$ cat src/kmsd_pkg.sv
// Shared constants, types and the keymap of the key matrix scanner.
package kmsd_pkg;

   localparam int NUM_ROWS         = 6;
   localparam int NUM_COLS         = 6;
   localparam int NUM_SLOTS        = 6;
   localparam int SAMPLE_COUNT_DEF = 4;

   localparam logic [5:0] ROW_MASK       = 6'h3f;
   localparam int         ARROW_COL      = 5;
   localparam logic [2:0] ALT_KEY_ROW    = 3'd5;
   localparam logic [2:0] UP_KEY_ROW     = 3'd2;
   localparam logic [2:0] DOWN_KEY_ROW   = 3'd0;
   localparam logic [2:0] LEFT_KEY_ROW   = 3'd1;
   localparam logic [2:0] RIGHT_KEY_ROW  = 3'd3;
   localparam logic [7:0] ROLLOVER_CODE  = 8'h01;

   localparam logic [1:0] CMD_SCAN   = 2'd0;
   localparam logic [1:0] CMD_REPORT = 2'd1;
   localparam logic [1:0] CMD_READ   = 2'd2;

   typedef struct packed {
      logic [2:0] active_row;
      logic [5:0] row_bits;
      logic [7:0] modifier;
      logic [7:0] key_slot0;
      logic [7:0] key_slot1;
      logic [7:0] key_slot2;
      logic [7:0] key_slot3;
      logic [7:0] key_slot4;
      logic [7:0] key_slot5;
   } rsp_data_type;

   // Each line packs the six keycodes of one row, column 0 in the low byte.
   function automatic logic [7:0] keymap_code(input logic layer, input logic [2:0] row,
                                              input logic [2:0] col);
      logic [47:0] line;
      begin
         unique case ({layer, row})
            4'h0:    line = 48'h51_05_11_10_36_2C;
            4'h1:    line = 48'h50_0B_0D_0E_0F_28;
            4'h2:    line = 48'h52_1C_18_0C_12_13;
            4'h3:    line = 48'h4F_19_06_1B_1D_2A;
            4'h4:    line = 48'h29_0A_09_07_16_04;
            4'h5:    line = 48'hE2_17_15_08_1A_14;
            4'h8:    line = 48'h51_05_11_10_33_2C;
            4'h9:    line = 48'h50_0B_0D_0E_2D_28;
            4'hA:    line = 48'h52_23_24_25_26_27;
            4'hB:    line = 48'h4F_19_06_1B_1D_2E;
            4'hC:    line = 48'h39_0A_09_07_16_04;
            4'hD:    line = 48'hE2_22_21_20_1F_1E;
            default: line = 48'h0;
         endcase
         return (col < 3'(NUM_COLS)) ? line[col*8 +: 8] : 8'h00;
      end
   endfunction

endpackage

$ cat src/kmsd_if.sv
// Valid/ready channel interfaces for the request and response sides.
interface kmsd_req_if;
   logic       valid;
   logic       ready;
   logic [1:0] cmd;
   logic [5:0] column_levels;
   logic [2:0] row_select;

   modport source (output valid, output cmd, output column_levels, output row_select,
                   input ready);
   modport sink (input valid, input cmd, input column_levels, input row_select,
                 output ready);
endinterface

interface kmsd_rsp_if;
   logic       valid;
   logic       ready;
   logic [2:0] active_row;
   logic [5:0] row_bits;
   logic [7:0] modifier;
   logic [7:0] key_slot0;
   logic [7:0] key_slot1;
   logic [7:0] key_slot2;
   logic [7:0] key_slot3;
   logic [7:0] key_slot4;
   logic [7:0] key_slot5;

   modport source (output valid, output active_row, output row_bits, output modifier,
                   output key_slot0, output key_slot1, output key_slot2,
                   output key_slot3, output key_slot4, output key_slot5, input ready);
   modport sink (input valid, input active_row, input row_bits, input modifier,
                 input key_slot0, input key_slot1, input key_slot2,
                 input key_slot3, input key_slot4, input key_slot5, output ready);
endinterface

$ cat src/kmsd_sample_mem.sv
// Sample store: one write port and one registered read port.
module kmsd_sample_mem #(
   parameter int DEPTH = 24,
   parameter int AW    = 5
) (
   input  logic          clock,
   input  logic          wr_en,
   input  logic [AW-1:0] wr_addr,
   input  logic [5:0]    wr_data,
   input  logic [AW-1:0] rd_addr,
   output logic [5:0]    rd_data
);
   logic [5:0] mem [DEPTH];
   logic [5:0] rd_data_ff;

   always_ff @(posedge clock) begin
      if (wr_en) begin
         mem[wr_addr] <= wr_data;
      end
      rd_data_ff <= mem[rd_addr];
   end

   assign rd_data = rd_data_ff;
endmodule

$ cat src/kmsd_ctrl.sv
// Sequencer and shared datapath: sample debounce, alt commands and report build.
module kmsd_ctrl #(
   parameter int SAMPLE_COUNT = kmsd_pkg::SAMPLE_COUNT_DEF
) (
   input  logic                  clock,
   input  logic                  reset,
   kmsd_req_if.sink              req,
   output logic                  res_valid,
   input  logic                  res_ready,
   output kmsd_pkg::rsp_data_type res_data
);
   import kmsd_pkg::*;

   localparam int DEPTH = NUM_ROWS * SAMPLE_COUNT;
   localparam int AW    = $clog2(DEPTH);
   localparam int SW    = (SAMPLE_COUNT > 1) ? $clog2(SAMPLE_COUNT) : 1;

   localparam logic [2:0] ST_CLEAR = 3'd0;
   localparam logic [2:0] ST_IDLE  = 3'd1;
   localparam logic [2:0] ST_RD    = 3'd2;
   localparam logic [2:0] ST_FIN   = 3'd3;
   localparam logic [2:0] ST_WALK  = 3'd4;
   localparam logic [2:0] ST_DONE  = 3'd5;

   logic [2:0]    state_ff, state_in;
   logic [AW-1:0] clr_addr_ff, clr_addr_in;
   logic [2:0]    row_ff, row_in;
   logic [SW-1:0] slot_ff, slot_in;
   logic [SW-1:0] k_ff, k_in;
   logic          pend_ff;
   logic [5:0]    any_ff, any_in;
   logic [5:0]    all_ff, all_in;
   logic [5:0]    deb_ff [NUM_ROWS];
   logic [5:0]    deb_in [NUM_ROWS];
   logic          shift_ff, shift_in;
   logic          layer_ff, layer_in;
   logic [1:0]    cmd_ff, cmd_in;
   logic [5:0]    bits_ff, bits_in;
   logic [2:0]    walk_ff, walk_in;
   logic [2:0]    cnt_ff, cnt_in;
   logic          over_ff, over_in;
   logic [7:0]    key_ff [NUM_SLOTS];
   logic [7:0]    key_in [NUM_SLOTS];

   logic          mem_we;
   logic [AW-1:0] mem_waddr;
   logic [5:0]    mem_wdata;
   logic [AW-1:0] mem_raddr;
   logic [5:0]    mem_rdata;

   logic [2:0]    deb_sel;
   logic [5:0]    deb_rd;
   logic [5:0]    any_fin, all_fin, deb_new;
   logic [2:0]    n_v;
   logic          ov_v;
   logic          accept;

   kmsd_sample_mem #(.DEPTH(DEPTH), .AW(AW)) u_mem (
      .clock   (clock),
      .wr_en   (mem_we),
      .wr_addr (mem_waddr),
      .wr_data (mem_wdata),
      .rd_addr (mem_raddr),
      .rd_data (mem_rdata)
   );

   assign req.ready = (state_ff == ST_IDLE);
   assign accept    = req.valid && (state_ff == ST_IDLE);

   // One read port into the debounced rows, steered by the sequencer.
   always_comb begin
      unique case (state_ff)
         ST_IDLE: deb_sel = req.row_select;
         ST_WALK: deb_sel = walk_ff;
         default: deb_sel = row_ff;
      endcase
      deb_rd = (deb_sel < 3'(NUM_ROWS)) ? deb_ff[deb_sel] : 6'h00;
   end

   assign any_fin = any_ff | mem_rdata;
   assign all_fin = all_ff & mem_rdata;
   assign deb_new = (all_fin | deb_rd) & any_fin & ROW_MASK;

   always_comb begin
      state_in    = state_ff;
      clr_addr_in = clr_addr_ff;
      row_in      = row_ff;
      slot_in     = slot_ff;
      k_in        = k_ff;
      any_in      = any_ff;
      all_in      = all_ff;
      deb_in      = deb_ff;
      shift_in    = shift_ff;
      layer_in    = layer_ff;
      cmd_in      = cmd_ff;
      bits_in     = bits_ff;
      walk_in     = walk_ff;
      cnt_in      = cnt_ff;
      over_in     = over_ff;
      key_in      = key_ff;
      mem_we      = 1'b0;
      mem_waddr   = clr_addr_ff;
      mem_wdata   = 6'h00;
      mem_raddr   = AW'(row_ff) * AW'(SAMPLE_COUNT) + AW'(k_ff);
      n_v         = cnt_ff;
      ov_v        = over_ff;
      res_valid   = 1'b0;

      unique case (state_ff)
         ST_CLEAR: begin
            mem_we = 1'b1;
            if (clr_addr_ff == AW'(DEPTH - 1)) begin
               state_in = ST_IDLE;
            end else begin
               clr_addr_in = clr_addr_ff + 1'b1;
            end
         end
         ST_IDLE: begin
            if (accept) begin
               cmd_in = req.cmd;
               unique case (req.cmd)
                  CMD_SCAN: begin
                     mem_we    = 1'b1;
                     mem_waddr = AW'(row_ff) * AW'(SAMPLE_COUNT) + AW'(slot_ff);
                     mem_wdata = ~req.column_levels & ROW_MASK;
                     if (row_ff == 3'(NUM_ROWS - 1)) begin
                        row_in  = 3'd0;
                        slot_in = (slot_ff == SW'(SAMPLE_COUNT - 1)) ? '0 : slot_ff + 1'b1;
                     end else begin
                        row_in = row_ff + 1'b1;
                     end
                     k_in     = '0;
                     any_in   = 6'h00;
                     all_in   = ROW_MASK;
                     state_in = ST_RD;
                  end
                  CMD_REPORT: begin
                     // Alt plus an arrow acts as a command and the arrows are dropped.
                     if (deb_ff[ALT_KEY_ROW][ARROW_COL]) begin
                        if (deb_ff[UP_KEY_ROW][ARROW_COL]) begin
                           shift_in = 1'b1;
                        end else if (deb_ff[DOWN_KEY_ROW][ARROW_COL]) begin
                           shift_in = 1'b0;
                        end
                        if (deb_ff[RIGHT_KEY_ROW][ARROW_COL]) begin
                           layer_in = 1'b1;
                        end else if (deb_ff[LEFT_KEY_ROW][ARROW_COL]) begin
                           layer_in = 1'b0;
                        end
                        deb_in[UP_KEY_ROW][ARROW_COL]    = 1'b0;
                        deb_in[DOWN_KEY_ROW][ARROW_COL]  = 1'b0;
                        deb_in[RIGHT_KEY_ROW][ARROW_COL] = 1'b0;
                        deb_in[LEFT_KEY_ROW][ARROW_COL]  = 1'b0;
                     end
                     walk_in  = 3'd0;
                     cnt_in   = 3'd0;
                     over_in  = 1'b0;
                     for (int s = 0; s < NUM_SLOTS; s++) begin
                        key_in[s] = 8'h00;
                     end
                     state_in = ST_WALK;
                  end
                  CMD_READ: begin
                     bits_in  = deb_rd;
                     state_in = ST_DONE;
                  end
                  default: begin
                     state_in = ST_DONE;
                  end
               endcase
            end
         end
         ST_RD: begin
            // Read data is registered behind its address, so accumulate one sample behind.
            if (pend_ff) begin
               any_in = any_fin;
               all_in = all_fin;
            end
            if (k_ff == SW'(SAMPLE_COUNT - 1)) begin
               state_in = ST_FIN;
            end else begin
               k_in = k_ff + 1'b1;
            end
         end
         ST_FIN: begin
            deb_in[row_ff] = deb_new;
            bits_in        = deb_new;
            state_in       = ST_DONE;
         end
         ST_WALK: begin
            for (int c = 0; c < NUM_COLS; c++) begin
               if (deb_rd[c] && !ov_v) begin
                  if (n_v == 3'(NUM_SLOTS)) begin
                     ov_v = 1'b1;
                  end else begin
                     key_in[n_v] = keymap_code(layer_ff, walk_ff, 3'(c));
                     n_v         = n_v + 1'b1;
                  end
               end
            end
            cnt_in  = n_v;
            over_in = ov_v;
            if (ov_v || walk_ff == 3'(NUM_ROWS - 1)) begin
               state_in = ST_DONE;
            end else begin
               walk_in = walk_ff + 1'b1;
            end
         end
         ST_DONE: begin
            res_valid = 1'b1;
            if (res_ready) begin
               state_in = ST_IDLE;
            end
         end
         default: begin
            state_in = ST_IDLE;
         end
      endcase
   end

   always_comb begin
      res_data            = '0;
      res_data.active_row = row_ff;
      if (cmd_ff == CMD_SCAN || cmd_ff == CMD_READ) begin
         res_data.row_bits = bits_ff;
      end
      if (cmd_ff == CMD_REPORT) begin
         res_data.modifier  = {6'b0, shift_ff, 1'b0};
         res_data.key_slot0 = over_ff ? ROLLOVER_CODE : key_ff[0];
         res_data.key_slot1 = over_ff ? ROLLOVER_CODE : key_ff[1];
         res_data.key_slot2 = over_ff ? ROLLOVER_CODE : key_ff[2];
         res_data.key_slot3 = over_ff ? ROLLOVER_CODE : key_ff[3];
         res_data.key_slot4 = over_ff ? ROLLOVER_CODE : key_ff[4];
         res_data.key_slot5 = over_ff ? ROLLOVER_CODE : key_ff[5];
      end
   end

   always_ff @(posedge clock) begin
      if (reset) begin
         state_ff    <= ST_CLEAR;
         clr_addr_ff <= '0;
         row_ff      <= 3'd0;
         slot_ff     <= '0;
         pend_ff     <= 1'b0;
         shift_ff    <= 1'b0;
         layer_ff    <= 1'b0;
         cmd_ff      <= CMD_SCAN;
         for (int r = 0; r < NUM_ROWS; r++) begin
            deb_ff[r] <= 6'h00;
         end
      end else begin
         state_ff    <= state_in;
         clr_addr_ff <= clr_addr_in;
         row_ff      <= row_in;
         slot_ff     <= slot_in;
         pend_ff     <= (state_ff == ST_RD);
         shift_ff    <= shift_in;
         layer_ff    <= layer_in;
         cmd_ff      <= cmd_in;
         deb_ff      <= deb_in;
      end
   end

   always_ff @(posedge clock) begin
      k_ff    <= k_in;
      any_ff  <= any_in;
      all_ff  <= all_in;
      bits_ff <= bits_in;
      walk_ff <= walk_in;
      cnt_ff  <= cnt_in;
      over_ff <= over_in;
      key_ff  <= key_in;
   end
endmodule

$ cat src/keyboard_matrix_scan_debounce.sv
// Top level of the key matrix scanner with debounce and HID report build.
//
//   channel  direction  handshake        item contents
//   req_port in         valid / ready    cmd, column_levels, row_select
//   rsp_port out        valid / ready    active_row, row_bits, modifier, key_slot0..5
//
// A scan tick walks the stored samples of the new row through the shared sample read
// port one per cycle. A report walks the matrix rows in turn, stopping early on
// rollover; a row read goes straight to the result.
// After reset the sample store is cleared, with req ready low.
// Results wait in an output register, so a stalled response holds only the next result.
module keyboard_matrix_scan_debounce #(
   parameter int SAMPLE_COUNT = kmsd_pkg::SAMPLE_COUNT_DEF
) (
   input logic        clock,
   input logic        reset,
   kmsd_req_if.sink   req_port,
   kmsd_rsp_if.source rsp_port
);
   import kmsd_pkg::*;

   logic         res_valid;
   logic         res_ready;
   rsp_data_type res_data;
   logic         rsp_valid_ff, rsp_valid_in;
   rsp_data_type rsp_data_ff;

   kmsd_ctrl #(.SAMPLE_COUNT(SAMPLE_COUNT)) u_ctrl (
      .clock     (clock),
      .reset     (reset),
      .req       (req_port),
      .res_valid (res_valid),
      .res_ready (res_ready),
      .res_data  (res_data)
   );

   assign res_ready    = !rsp_valid_ff || rsp_port.ready;
   assign rsp_valid_in = (res_valid && res_ready) || (rsp_valid_ff && !rsp_port.ready);

   always_ff @(posedge clock) begin
      if (reset) begin
         rsp_valid_ff <= 1'b0;
      end else begin
         rsp_valid_ff <= rsp_valid_in;
      end
   end

   always_ff @(posedge clock) begin
      if (res_valid && res_ready) begin
         rsp_data_ff <= res_data;
      end
   end

   assign rsp_port.valid      = rsp_valid_ff;
   assign rsp_port.active_row = rsp_data_ff.active_row;
   assign rsp_port.row_bits   = rsp_data_ff.row_bits;
   assign rsp_port.modifier   = rsp_data_ff.modifier;
   assign rsp_port.key_slot0  = rsp_data_ff.key_slot0;
   assign rsp_port.key_slot1  = rsp_data_ff.key_slot1;
   assign rsp_port.key_slot2  = rsp_data_ff.key_slot2;
   assign rsp_port.key_slot3  = rsp_data_ff.key_slot3;
   assign rsp_port.key_slot4  = rsp_data_ff.key_slot4;
   assign rsp_port.key_slot5  = rsp_data_ff.key_slot5;
endmodule

$ cat src/flat_wrapper.sv
// flat-port wrapper written by rule: the top's interface ports become plain ports
module keyboard_matrix_scan_debounce_flat import kmsd_pkg::*;
#(
   parameter int SAMPLE_COUNT = kmsd_pkg::SAMPLE_COUNT_DEF
)
  (clock, reset, req_port_valid, req_port_cmd, req_port_column_levels, req_port_row_select, req_port_ready, rsp_port_valid, rsp_port_active_row, rsp_port_row_bits, rsp_port_modifier, rsp_port_key_slot0, rsp_port_key_slot1, rsp_port_key_slot2, rsp_port_key_slot3, rsp_port_key_slot4, rsp_port_key_slot5, rsp_port_ready);
  kmsd_req_if req_port_i ();
  kmsd_rsp_if rsp_port_i ();
  input logic clock;
  input logic reset;
  input wire logic [$bits(req_port_i.valid)-1:0] req_port_valid;
  input wire logic [$bits(req_port_i.cmd)-1:0] req_port_cmd;
  input wire logic [$bits(req_port_i.column_levels)-1:0] req_port_column_levels;
  input wire logic [$bits(req_port_i.row_select)-1:0] req_port_row_select;
  output wire logic [$bits(req_port_i.ready)-1:0] req_port_ready;
  output wire logic [$bits(rsp_port_i.valid)-1:0] rsp_port_valid;
  output wire logic [$bits(rsp_port_i.active_row)-1:0] rsp_port_active_row;
  output wire logic [$bits(rsp_port_i.row_bits)-1:0] rsp_port_row_bits;
  output wire logic [$bits(rsp_port_i.modifier)-1:0] rsp_port_modifier;
  output wire logic [$bits(rsp_port_i.key_slot0)-1:0] rsp_port_key_slot0;
  output wire logic [$bits(rsp_port_i.key_slot1)-1:0] rsp_port_key_slot1;
  output wire logic [$bits(rsp_port_i.key_slot2)-1:0] rsp_port_key_slot2;
  output wire logic [$bits(rsp_port_i.key_slot3)-1:0] rsp_port_key_slot3;
  output wire logic [$bits(rsp_port_i.key_slot4)-1:0] rsp_port_key_slot4;
  output wire logic [$bits(rsp_port_i.key_slot5)-1:0] rsp_port_key_slot5;
  input wire logic [$bits(rsp_port_i.ready)-1:0] rsp_port_ready;
  assign req_port_i.valid = req_port_valid;
  assign req_port_i.cmd = req_port_cmd;
  assign req_port_i.column_levels = req_port_column_levels;
  assign req_port_i.row_select = req_port_row_select;
  assign req_port_ready = req_port_i.ready;
  assign rsp_port_valid = rsp_port_i.valid;
  assign rsp_port_active_row = rsp_port_i.active_row;
  assign rsp_port_row_bits = rsp_port_i.row_bits;
  assign rsp_port_modifier = rsp_port_i.modifier;
  assign rsp_port_key_slot0 = rsp_port_i.key_slot0;
  assign rsp_port_key_slot1 = rsp_port_i.key_slot1;
  assign rsp_port_key_slot2 = rsp_port_i.key_slot2;
  assign rsp_port_key_slot3 = rsp_port_i.key_slot3;
  assign rsp_port_key_slot4 = rsp_port_i.key_slot4;
  assign rsp_port_key_slot5 = rsp_port_i.key_slot5;
  assign rsp_port_i.ready = rsp_port_ready;
  keyboard_matrix_scan_debounce #(.SAMPLE_COUNT(SAMPLE_COUNT)) u_core (.clock(clock), .reset(reset), .req_port(req_port_i), .rsp_port(rsp_port_i));
endmodule
$ cat config.mk
export PLATFORM = sky130hd
export DESIGN_NAME = keyboard_matrix_scan_debounce_flat
export DESIGN_NICKNAME = d
export VERILOG_FILES = /design/src/kmsd_pkg.sv /design/src/kmsd_if.sv /design/src/kmsd_sample_mem.sv /design/src/kmsd_ctrl.sv /design/src/keyboard_matrix_scan_debounce.sv /design/src/flat_wrapper.sv
export SDC_FILE = /design/constraint.sdc
export NUM_CORES = 1
export LEC_CHECK = 0
export BUFFER_PORTS_ARGS = -buffer_cell sky130_fd_sc_hd__buf_2
export CORE_AREA = 4 4 260 262
export CTS_CLUSTER_SIZE = 8
export DETAILED_ROUTE_END_ITERATION = 8
export DIE_AREA = 0 0 264 266
export SLEW_MARGIN = 20
export SYNTH_ARGS = -nofsm -noshare
export SYNTH_HDL_FRONTEND = slang
export SYNTH_HIERARCHICAL = 1
export SYNTH_MEMORY_MAX_BITS = 65536
export SYNTH_SLANG_ARGS = --single-unit
$ cat constraint.sdc
create_clock -name clock -period 17.3 [get_ports clock]
set_input_delay 1.73 -clock clock [delete_from_list [all_inputs] [get_ports clock]]
set_output_delay 1.73 -clock clock [all_outputs]
set_load 0.01 [all_outputs]
======== Yosys cells after proc, flatten, opt, wreduce, memory -nomap -nowiden ========
Memory sizes are Yosys's and may differ from the RTL's. A register that Yosys moved wholly into a read port is not among the register bits.
Index checks and enable logic that the tools add are counted.
storage, ports and cells
  output and inout bits ................... 67
  input port bits ......................... 15
  memories ................................ 7
  RAM bits ................................ 144
  latch bits .............................. 0
  memory bits (read-only) ................. 3648
  flip-flop bits (word level) ............. 195
memories
  memory           words  width  read ports  clocked after memory_dff  wr ports  line            RTL
  (no name shown)  16     38     1           0                         0         kmsd_pkg.sv:39  unique case ({layer, row})
  (no name shown)  16     38     1           0                         0         kmsd_pkg.sv:39
  (no name shown)  16     38     1           0                         0         kmsd_pkg.sv:39
  (no name shown)  16     38     1           0                         0         kmsd_pkg.sv:39
  (no name shown)  16     38     1           0                         0         kmsd_pkg.sv:39
  (no name shown)  16     38     1           0                         0         kmsd_pkg.sv:39
  1 more memories  --     --     --          --                        --        --
operators by class
  reduce and logical (&&, ||, !) cells .... 50
  muxes and demuxes ....................... 160
  divide/modulo/power cells ............... 0
  add/sub/neg operators ................... 13
  $lt $le $gt $ge ......................... 16
  $mul .................................... 0
  shift-type cells ........................ 0
  eq/ne operators ......................... 32
  bitwise gates (word level) .............. 15
operators with widths
  kind                                                        number
  2-to-1 mux 48 bit                                           22
  bitwise mux 48 bit                                          6
  demux 8 bit (select 3 bit)                                  6
  2-to-1 mux 40 bit                                           3
  2-to-1 mux 8 bit                                            15
  2-to-1 mux 32 bit                                           3
  one-hot mux 48 bit (2 select lines)                         1
  2-to-1 mux 6 bit                                            15
  2-to-1 mux 3 bit                                            26
  2-to-1 mux 24 bit                                           3
  2-to-1 mux 16 bit                                           3
  bitwise mux 36 bit                                          1
  one-hot mux 6 bit (2 select lines)                          3
  >= comparator 4 bit, second input constant                  8
  2-to-1 mux 1 bit                                            32
  inverter 3 -> 4 bit                                         8
  equality test 3 bit, second input constant                  10
  less-than comparator 4 x 1 -> 1 bit, second input constant  7
  adder 3 x 1 -> 3 bit, second input constant                 8
  one-hot mux 3 bit (2 select lines)                          4
  AND reduction 4 bit                                         5
  binary-select mux 6 bit (select 3 bit)                      1
  demux 6 bit (select 3 bit)                                  1
  one-hot mux 3 bit (6 select lines)                          1
  29 further kinds                                            94

======== Depth between registers and ports, before layout ========
Gate-level depths: netlist (run 1).
  word-level depth ........................ 35
  depth in mapped cells ................... 39
  depth with buffers taken out ............ 36

======== Modules after synthesis ========
Netlist (run 1), hierarchy kept.
by module, submodules not included
  module                         area an instance (um^2)  cells an instance  times used
  kmsd_ctrl                      10940.5                  1213               1
  kmsd_sample_mem                5905.7                   315                1
  keyboard_matrix_scan_debounce  2006.9                   70                 1

======== Worst setup path after synthesis (run 1) ========
Ideal clock, no wire load.
  kind .................................... input-to-reg
  start point ............................. input port req_port_row_select[1]
  end point ............................... register u_core/u_ctrl/key_ff[3] (netlist bit) (data pin)
  data required time ...................... 17.040 ns
  arrival time ............................ 9.482 ns
  stages .................................. 36
  setup time .............................. 0.260 ns
  path buffers ............................ 1
  path slack .............................. 7.558 ns
  cells stage by stage .................... and4bb_1 > or2_1 > a211oi_2 > o21ai_2 > a31oi_1 > mux2_2 > inv_1 > ha_1 > inv_1 > a221oi_2 > o21ai_1 > nand2_1 > ha_1 > inv_1 > or3_1 > a311oi_4 > nor2_2 > ha_1 > inv_1 > a21oi_1 > a22o_2 > nor2_1 > a21oi_4 > inv_2 > ha_1 > nor3b_1 > a2bb2oi_2 > a221oi_1 > or2_0 > buf_2 > inv_1 > ha_1 > inv_1 > and3_2 > nand3_4 > mux2_4
between the ends
  word-level cells in the longest chain between the ends .. 34
RTL lines
  what                                                                                 line                                RTL
  start: declaration                                                                   flat_wrapper.sv:14                  input wire logic [$bits(req_port_i.row_select)-1:0] req_port_row_select;
  one-hot mux 3 bit (2 select lines) *                                                 kmsd_ctrl.sv:72                     unique case (state_ff)
  inverter 3 -> 4 bit (implied by the code)                                            kmsd_ctrl.sv:77                     deb_rd = (deb_sel < 3'(NUM_ROWS)) ? deb_ff[deb_sel] : 6'h00;
  binary-select mux 6 bit (select 3 bit)                                               kmsd_ctrl.sv:77
  2-to-1 mux 6 bit (implied by the code) (2 in series)                                 kmsd_ctrl.sv:77
  2-to-1 mux 6 bit *                                                                   kmsd_ctrl.sv:77
  logical AND 1 bit                                                                    kmsd_ctrl.sv:192                    if (deb_rd[c] && !ov_v) begin
  2-to-1 mux 3 bit / 2-to-1 mux 1 bit (equally long branches)                          kmsd_ctrl.sv:192
  2-to-1 mux 3 bit / 2-to-1 mux 1 bit (equally long branches)                          kmsd_ctrl.sv:109                    unique case (state_ff)
  (+17 left out)                                                                       --
  >= comparator 4 bit (implied by the code), or another cell as far along              kmsd_ctrl.sv:196                    key_in[n_v] = keymap_code(layer_ff, walk_ff, 3'(c));
  logical AND 1 bit (implied by the code) / 2-to-1 mux 48 bit (equally long branches)  kmsd_ctrl.sv:196, kmsd_ctrl.sv:193
  2-to-1 mux 8 bit (implied by the code) / 2-to-1 mux 48 bit (equally long branches)   kmsd_ctrl.sv:196, kmsd_ctrl.sv:192
  demux 8 bit (select 3 bit) / 2-to-1 mux 48 bit (equally long branches)               kmsd_ctrl.sv:196, kmsd_ctrl.sv:109
  bitwise mux 48 bit                                                                   kmsd_ctrl.sv:196
  2-to-1 mux 48 bit                                                                    kmsd_ctrl.sv:193                    if (n_v == 3'(NUM_SLOTS)) begin
  2-to-1 mux 48 bit *                                                                  kmsd_ctrl.sv:192
  one-hot mux 48 bit (2 select lines) *                                                kmsd_ctrl.sv:109
  end signal: assignment                                                               kmsd_ctrl.sv:272                    key_ff <= key_in;
  end: declaration                                                                     kmsd_ctrl.sv:42                     logic [7:0] key_ff [NUM_SLOTS];
Every way passes the cells marked *; elsewhere a longest branch is shown, timed or not. The select of a mux whose other input is x is not followed.
A chain may end at the register's enable or synchronous reset.

======== Worst setup path after layout (run 1) ========
  start point ............................. register u_core.u_ctrl.state_ff[2]
  end point ............................... register u_core/u_ctrl/key_ff[3] (netlist bit) (data pin)
between the ends
  word-level cells in the longest chain between the ends .. 35
RTL lines
  what                                                                                 line                                RTL
  start: declaration                                                                   kmsd_ctrl.sv:25                     logic [2:0] state_ff, state_in;
  start signal: assignment                                                             kmsd_ctrl.sv:252                    state_ff <= state_in;
  equality test 3 bit / equality test 3 x 1 -> 1 bit (equally long branches)           kmsd_ctrl.sv:72, kmsd_ctrl.sv:109
  one-hot mux 3 bit (2 select lines)                                                   kmsd_ctrl.sv:72
  inverter 3 -> 4 bit (implied by the code)                                            kmsd_ctrl.sv:77
  binary-select mux 6 bit (select 3 bit)                                               kmsd_ctrl.sv:77
  2-to-1 mux 6 bit (implied by the code) (2 in series)                                 kmsd_ctrl.sv:77
  2-to-1 mux 6 bit                                                                     kmsd_ctrl.sv:77
  logical AND 1 bit                                                                    kmsd_ctrl.sv:192
  2-to-1 mux 3 bit / 2-to-1 mux 1 bit (equally long branches)                          kmsd_ctrl.sv:192
  (+18 left out)                                                                       --
  >= comparator 4 bit (implied by the code), or another cell as far along              kmsd_ctrl.sv:196
  logical AND 1 bit (implied by the code) / 2-to-1 mux 48 bit (equally long branches)  kmsd_ctrl.sv:196, kmsd_ctrl.sv:193
  2-to-1 mux 8 bit (implied by the code) / 2-to-1 mux 48 bit (equally long branches)   kmsd_ctrl.sv:196, kmsd_ctrl.sv:192
  demux 8 bit (select 3 bit) / 2-to-1 mux 48 bit (equally long branches)               kmsd_ctrl.sv:196, kmsd_ctrl.sv:109
  bitwise mux 48 bit                                                                   kmsd_ctrl.sv:196
  2-to-1 mux 48 bit                                                                    kmsd_ctrl.sv:193
  2-to-1 mux 48 bit                                                                    kmsd_ctrl.sv:192
  one-hot mux 48 bit (2 select lines) *                                                kmsd_ctrl.sv:109
Marks and branches as above.

==> flow_summary.toml, run 1 <==
[outcome]
outcome = "finished clean"

[placement]
dp.cells = 2493
portBuffers = 81
dpl.hpwl_mm = 37.36
gp_congestion = 0.9393

[worst_hold_path]
hold_path_class = "reg -> reg"

[floorplan]
num_rows = 94
fp.dieArea_sq_mm = 0.07022
io_pins = 82
coreArea_sq_mm = 0.06539
die_h_um = 266
fp.dieW_um = 264
start_util_pct = 28.83

[clock_tree]
clock_sinks = 345
cts_buffers = 49
cts_tree = "done"
clkLatencyLatePin_ps = 600
clockRootBuffer = "clkbuf_16"
cts_hold_buffers = 0
post_cts_buffers = 0
cts_resized = 0
clk_path_buf_depth = 3
h-tree-depth = 2
path_clk_slew_ps = 50

[critical_path]
cpMaxStageDelayCell = "dfxtp_1"
critPathMaxStageDelay_ps = 960
path_common_cell = "inv_1"
startpoint_type = "flop"
worstPathArrival_ps = 11120
cp_data_required_time_ps = 17640
end_kind = "flop"
critPathKind = "reg -> reg"
cp_max_fo = 21

[grt]
grt_pass1_vias = 13009
grt_overflow = 0
grt.total_usage_pct = 14.56
antenna_found_initial = 2
grt_max_degree = 59
grt_pass1_wl_mm = 80.37

[sta]
hold_viol = 0
finalSetupViolCount = 0
rsz0062_at_grt = "false"
drv_slew = 0
tns_ps = 0
finClkSkew_ps = 28.18
fmax_mhz = 92.77
worstMarginPinSlew_ps = 1143
fin_crit_sh_pct = 62.31
relSlewSlack_pct = 23.80
layout_min_cycle_time_ps = 10780

[yosys]
ys_types = 123
netlist_instances = 1598
yosysTopAreaCell = "edfxtp_1"
syn_area_per_cell_sq_um = 11.80
syn_area_sq_mm = 0.01885
synth_area_leaders = "edfxtp_1, mux2i_1, dfxtp_1"
synth_ff_type = "edfxtp_1"
yosys_register_bits = 345
synth_edf_count = 284
synth-seq-area-share_pct = 51.71
synth_top_area_share_pct = 45.23
async_flop_share_pct = 0
yosysWarnings = 6

[power]
power_density_mw_per_mm2 = 95.43
p_leak_nw = 8.264
peakVddDrop_uv = 68.94

[layout]
final_cells = 2571
drive_gt1_share_pct = 17.63
areaGrowthSynthToFinish_pct = 14.22
fillers = 6529
multi_input_area_sq_mm = 0.008537
regArea_sq_mm = 0.009749
antennaDiodeCount = 0
nNetsFinal = 1719

[route]
wire_per_inst_um = 20.67
drt_iter0_markers = 1215
routed_via_density = 5.203
routed_wl_mm = 53.15
drt_first_pass_iters = 6
drtAntennaViolNets = 0
drc = 0
via_count = 13377

[flow_run]
drv_cap = 0
==> layer usage <==
layer / up-vias / track usage (%) / share of wire, %
met3: 144 / 2.807 / 7.0
met4: 2 / 6.139 / 3.9
met5: - / 0 / 0.024
met1: 6494 / 19.25 / 43
met2: 549 / 23.52 / 46
li1: 6188 / - / -
==> worst max-delay path: cells and delay by family (launching register included) <==
family / cells / cell delay [ps]
AO/OA/AOI/OAI: 11 / 3470
AND/OR/NAND/NOR: 10 / 2880
adder cells (fa/ha/maj): 5 / 1550
flip-flops: 1 / 960
buffers and inverters: 7 / 860
multiplexers: 2 / 790
==> layout make-up <==
cell class,count,area share (%)
sequential,345,45.28
multi-input combinational,1137,39.65
clock buffer,75,6.246
tap,864,5.020
timing repair buffer,103,2.650
inverter,44,0.7902
clock inverter,3,0.3719
==> sequential cells by signal (all words and copies together), names as in the netlist, 5 cells and up <==
register / cells
u_core/u_ctrl/u_mem/mem: 144
u_core/u_ctrl/key_ff: 48
u_core/u_ctrl/deb_ff: 36
u_core/rsp_port.key_slot0: 8
u_core/rsp_port.key_slot1: 8
u_core/rsp_port.key_slot2: 8
u_core/rsp_port.key_slot3: 8
u_core/rsp_port.key_slot4: 8
u_core/rsp_port.key_slot5: 8
u_core/rsp_port.modifier: 8
u_core/rsp_port.row_bits: 6
u_core/u_ctrl/all_ff: 6
u_core/u_ctrl/any_ff: 6
u_core/u_ctrl/bits_ff: 6
u_core/u_ctrl/u_mem/rd_data: 6
u_core/u_ctrl/clr_addr_ff: 5
==> power by group <==
group / internal (mW) / total, mW / switching [mW]
registers: 0.928 / 0.946 / 0.0183
clock network: 0.532 / 0.892 / 0.360
logic: 0.0682 / 0.217 / 0.149
==> stage by stage <==
stage          area [sq um]  hold slack [ps]  setup slack (ps)  utilization, %  power (mW)
2_1_floorplan         18880            427.4              7558               -       1.114
3_3_place_gp          20100            441.8              6404           30.73       1.170
3_5_place_dp          20100            449.5              6080           30.73       1.175
4_1_cts               21520            458.1              6654           32.91       2.076
5_1_grt               21530            475.3              5913           32.93       2.135
6_report              21530            458.3              6520           32.93       2.055
==> cell families (layout without fill, tap and decap cells) <==
family	after synthesis	in the layout	synth area share (%)
mux	256	256	15.68
xor+xnor	9	9	0.5575
compound gates	297	297	12.30
buf+inv	122	225	3.232
simple gates	544	544	14.91
flops	345	345	51.71
fa+ha+maj	24	24	1.593
other cells	1	7	0.01989
==> cells in the final DEF (no fill, tap or decap), types with 7 or more instances in the layout <==
| master | count |
|---|---|
| nor3_1 | 24 |
| dfxtp_1 | 61 |
| a21oi_1 | 69 |
| nor2b_1 | 12 |
| a22oi_1 | 15 |
| nor2_1 | 155 |
| edfxtp_1 | 284 |
| buf_4 | 22 |
| nand2b_1 | 17 |
| mux4_1 | 13 |
| nand4_1 | 16 |
| and2_1 | 50 |
| o21ai_1 | 11 |
| or3_1 | 12 |
| a221oi_1 | 13 |
| clkbuf_16 | 50 |
| nand2_1 | 129 |
| nand3_1 | 53 |
| a31oi_1 | 7 |
| o31ai_1 | 8 |
| clkbuf_1 | 25 |
| buf_2 | 81 |
| and3_1 | 18 |
| mux2_2 | 38 |
| ha_1 | 24 |
| a221o_1 | 8 |
| inv_1 | 39 |
| conb_1 | 7 |
| mux2i_1 | 187 |
| a21o_1 | 10 |
| o211ai_1 | 15 |
| mux2_4 | 8 |
| o21ai_0 | 44 |
==> Yosys cell counts, drive strengths merged, types with 26 or more instances <==
| master | instances |
|---|---|
| nand2 | 133 |
| a21oi | 72 |
| inv | 44 |
| mux2 | 48 |
| dfxtp | 61 |
| nor3 | 26 |
| edfxtp | 284 |
| nor2 | 161 |
| mux2i | 189 |
| clkbuf | 46 |
| and2 | 51 |
| nand3 | 58 |
| buf | 32 |
| o21ai | 58 |
==> worst paths after layout <==
| path | startpoint | end | slack (ps) | cells past startpoint |
|---|---|---|---|---|
| worst max-delay path | u_core/u_ctrl/state_ff[2] | u_core/u_ctrl/key_ff[3] | 6520 | 35 |
| worst min-delay path | u_core/u_ctrl/deb_ff[33] | u_core/u_ctrl/deb_ff[33] | 460 | 2 |
| worst max register to register | u_core/u_ctrl/state_ff[2] | u_core/u_ctrl/key_ff[3] | 6520 | 35 |
| worst min register to register | u_core/u_ctrl/deb_ff[33] | u_core/u_ctrl/deb_ff[33] | 460 | 2 |
No activity file was read; power rests on OpenSTA's default activity.
==> inputs of run 2 (changes only) <==
==> constraint.sdc (replaced) <==
create_clock -name clock -period 9.8 [get_ports clock]
set_input_delay 0.98 -clock clock [delete_from_list [all_inputs] [get_ports clock]]
set_output_delay 0.98 -clock clock [all_outputs]
set_load 0.01 [all_outputs]
==> run 2 against run 1 <==
Net effect:
- final cell count is 0.62% higher
- routed wire length is 2.1% higher
- sequential share of layout area is 0.34 points lower
- critical endpoint unchanged
==> flow_summary.toml, run 2 (same netlist as run 1, synthesis figures left out) <==
[clock_tree]
clock_sinks = 345
cts_tree = "done"
h-tree-depth = 2
clk_path_buf_depth = 3
cts_hold_buffers = 0
clockRootBuffer = "clkbuf_16"
path_clk_slew_ps = 60
cts_buffers = 50
clkLatencyLatePin_ps = 610

[sta]
finalSetupViolCount = 0
layout_min_cycle_time_ps = 9165
relSlewSlack_pct = 26.99
rsz0062_at_grt = "false"
drv_slew = 0
fmax_mhz = 109.1
fin_crit_sh_pct = 93.52
hold_viol = 0
worstMarginPinSlew_ps = 1086
tns_ps = 0
finClkSkew_ps = 52.88

[layout]
drive_gt1_share_pct = 18.80
regMostFlops = "u_core/u_ctrl/u_mem/mem"
regArea_sq_mm = 0.009753
final_common_cell = "edfxtp_1"
layout_common_cells = "edfxtp_1, mux2i_1, nor2_1, nand2_1, buf_2"
top_regs = "u_core/u_ctrl/u_mem/mem: 144 flops, u_core/u_ctrl/key_ff: 48 flops, u_core/u_ctrl/deb_ff: 36 flops"
areaGrowthSynthToFinish_pct = 15.11
fillers = 6579
antennaDiodeCount = 0
nNetsFinal = 1734
multi_input_area_sq_mm = 0.008548
largest_reg_flops = 144
utilization_pct = 33.19

[flow_run]
drv_cap = 0

[route]
drc = 0
wl_met2_mm = 25.71
dr.max_layer_used = "met5"
dr_wl_met3_mm = 3.474
drt_first_pass_iters = 6
routed_wl_mm = 54.24
wire_per_inst_um = 20.97
via_count = 13419
drtAntennaViolNets = 0
drt_iter0_markers = 1244
routed_via_density = 5.187
m1WireLength_mm = 23.73

[power]
p_sw_share_pct = 25.53
peakVddDrop_uv = 140.8
p_leak_nw = 8.359
seq_power_share_pct = 45.4
power_density_mw_per_mm2 = 169.4
p_clk_share_pct = 43.9
intPower_mw = 2.737
power_frac_comb_pct = 10.7
switchingPower_mw = 0.9383

[floorplan]
die_h_um = 266
io_pins = 82
fp.dieW_um = 264
num_rows = 94
coreArea_sq_mm = 0.06539
fp.dieArea_sq_mm = 0.07022
start_util_pct = 28.83

[grt]
antenna_found_initial = 1
grt_overflow = 0
grt_pass1_vias = 13353
grt.total_usage_pct = 14.92
grt_max_degree = 60
grt_pass1_wl_mm = 82.79

[critical_path]
worstPathArrival_ps = 9510
startpoint_type = "flop"
critPathMaxStageDelay_ps = 580
cpMaxStageDelayCell = "dfxtp_2"
cp_max_fo = 18
end_kind = "flop"
path_common_cell = "inv_1"
critPathKind = "reg -> reg"
cp_data_required_time_ps = 10140

[placement]
dpl.hpwl_mm = 38.24
portBuffers = 81
gp_congestion = 0.9403

[worst_hold_path]
hold_path_class = "reg -> reg"

[outcome]
outcome = "finished clean"
-- run 2: changes by cell type in the layout (fill, tap and decap cells not counted), sizes merged --
cell / previous run / this run
buf: 103 / 117
bufinv: 0 / 1
clkbuf: 75 / 74
clkinv: 2 / 3
clkinvlp: 0 / 1
-- run 2: cell type report --
type	count	area share (%)
Sequential cell	345	44.94
Inverter	44	0.7841
Clock buffer	74	6.227
Clock inverter	6	0.5650
Timing Repair Buffer	117	3.113
Multi-Input combinational cell	1137	39.39
Tap cell	864	4.981
-- run 2: per-layer routing --
metal  up-vias  track usage [%]
li1       6221                -
met1      6626            19.98
met2       483            25.08
met3        87            2.539
met4         2            4.183
met5         -                0
-- run 2: critical path, delay by kind of cell, from the launching register on --
kind | cells | cell delay, ps
buf+inv | 7 | 760
simple gates | 10 | 2500
mux | 2 | 750
fa+ha+maj | 5 | 1300
flops | 1 | 580
compound gates | 11 | 3010
-- run 2: final timing paths --
kind	end	slack, ps	startpoint	depth (start not counted)
hold / removal	u_core/u_ctrl/deb_ff[21]	460	u_core/u_ctrl/deb_ff[21]	2
setup / recovery	u_core/u_ctrl/key_ff[3]	640	u_core/u_ctrl/state_ff[0]	35
setup reg to reg	u_core/u_ctrl/key_ff[3]	640	u_core/u_ctrl/state_ff[0]	35
hold reg to reg	u_core/u_ctrl/deb_ff[21]	460	u_core/u_ctrl/deb_ff[21]	2
-- run 2: metrics by stage --
stage | setup slack (ps) | total power, mW | hold WS [ps] | instance area, sq um | cells
after floorplan | 808.0 | 1.967 | 427.4 | 18880 | 1604
after global placement | 423.8 | 2.073 | 444.1 | 20200 | 2506
after detailed placement | 242.9 | 2.080 | 450.4 | 20200 | 2506
after CTS | 429.2 | 3.718 | 463.2 | 21670 | 2586
after global routing | 20.77 | 3.816 | 482.5 | 21700 | 2587
final | 635.5 | 3.675 | 464.8 | 21700 | 2587
-- run 2: power by group through the flow --
stage          Clock [mW]  Combinational (mW)  Sequential, mW
2_1_floorplan           0               0.286            1.68
3_3_place_gp            0               0.380            1.69
3_5_place_dp            0               0.385            1.70
4_1_cts              1.66               0.388            1.67
5_1_grt              1.72               0.426            1.67
6_report             1.61               0.394            1.67
-- run 2: repair_timing --
action                                 CTS  global route
endpoints found under the hold margin    0             0
gates resized for setup                  0             6
setup endpoints to repair                0            27
setup buffers                            0             1
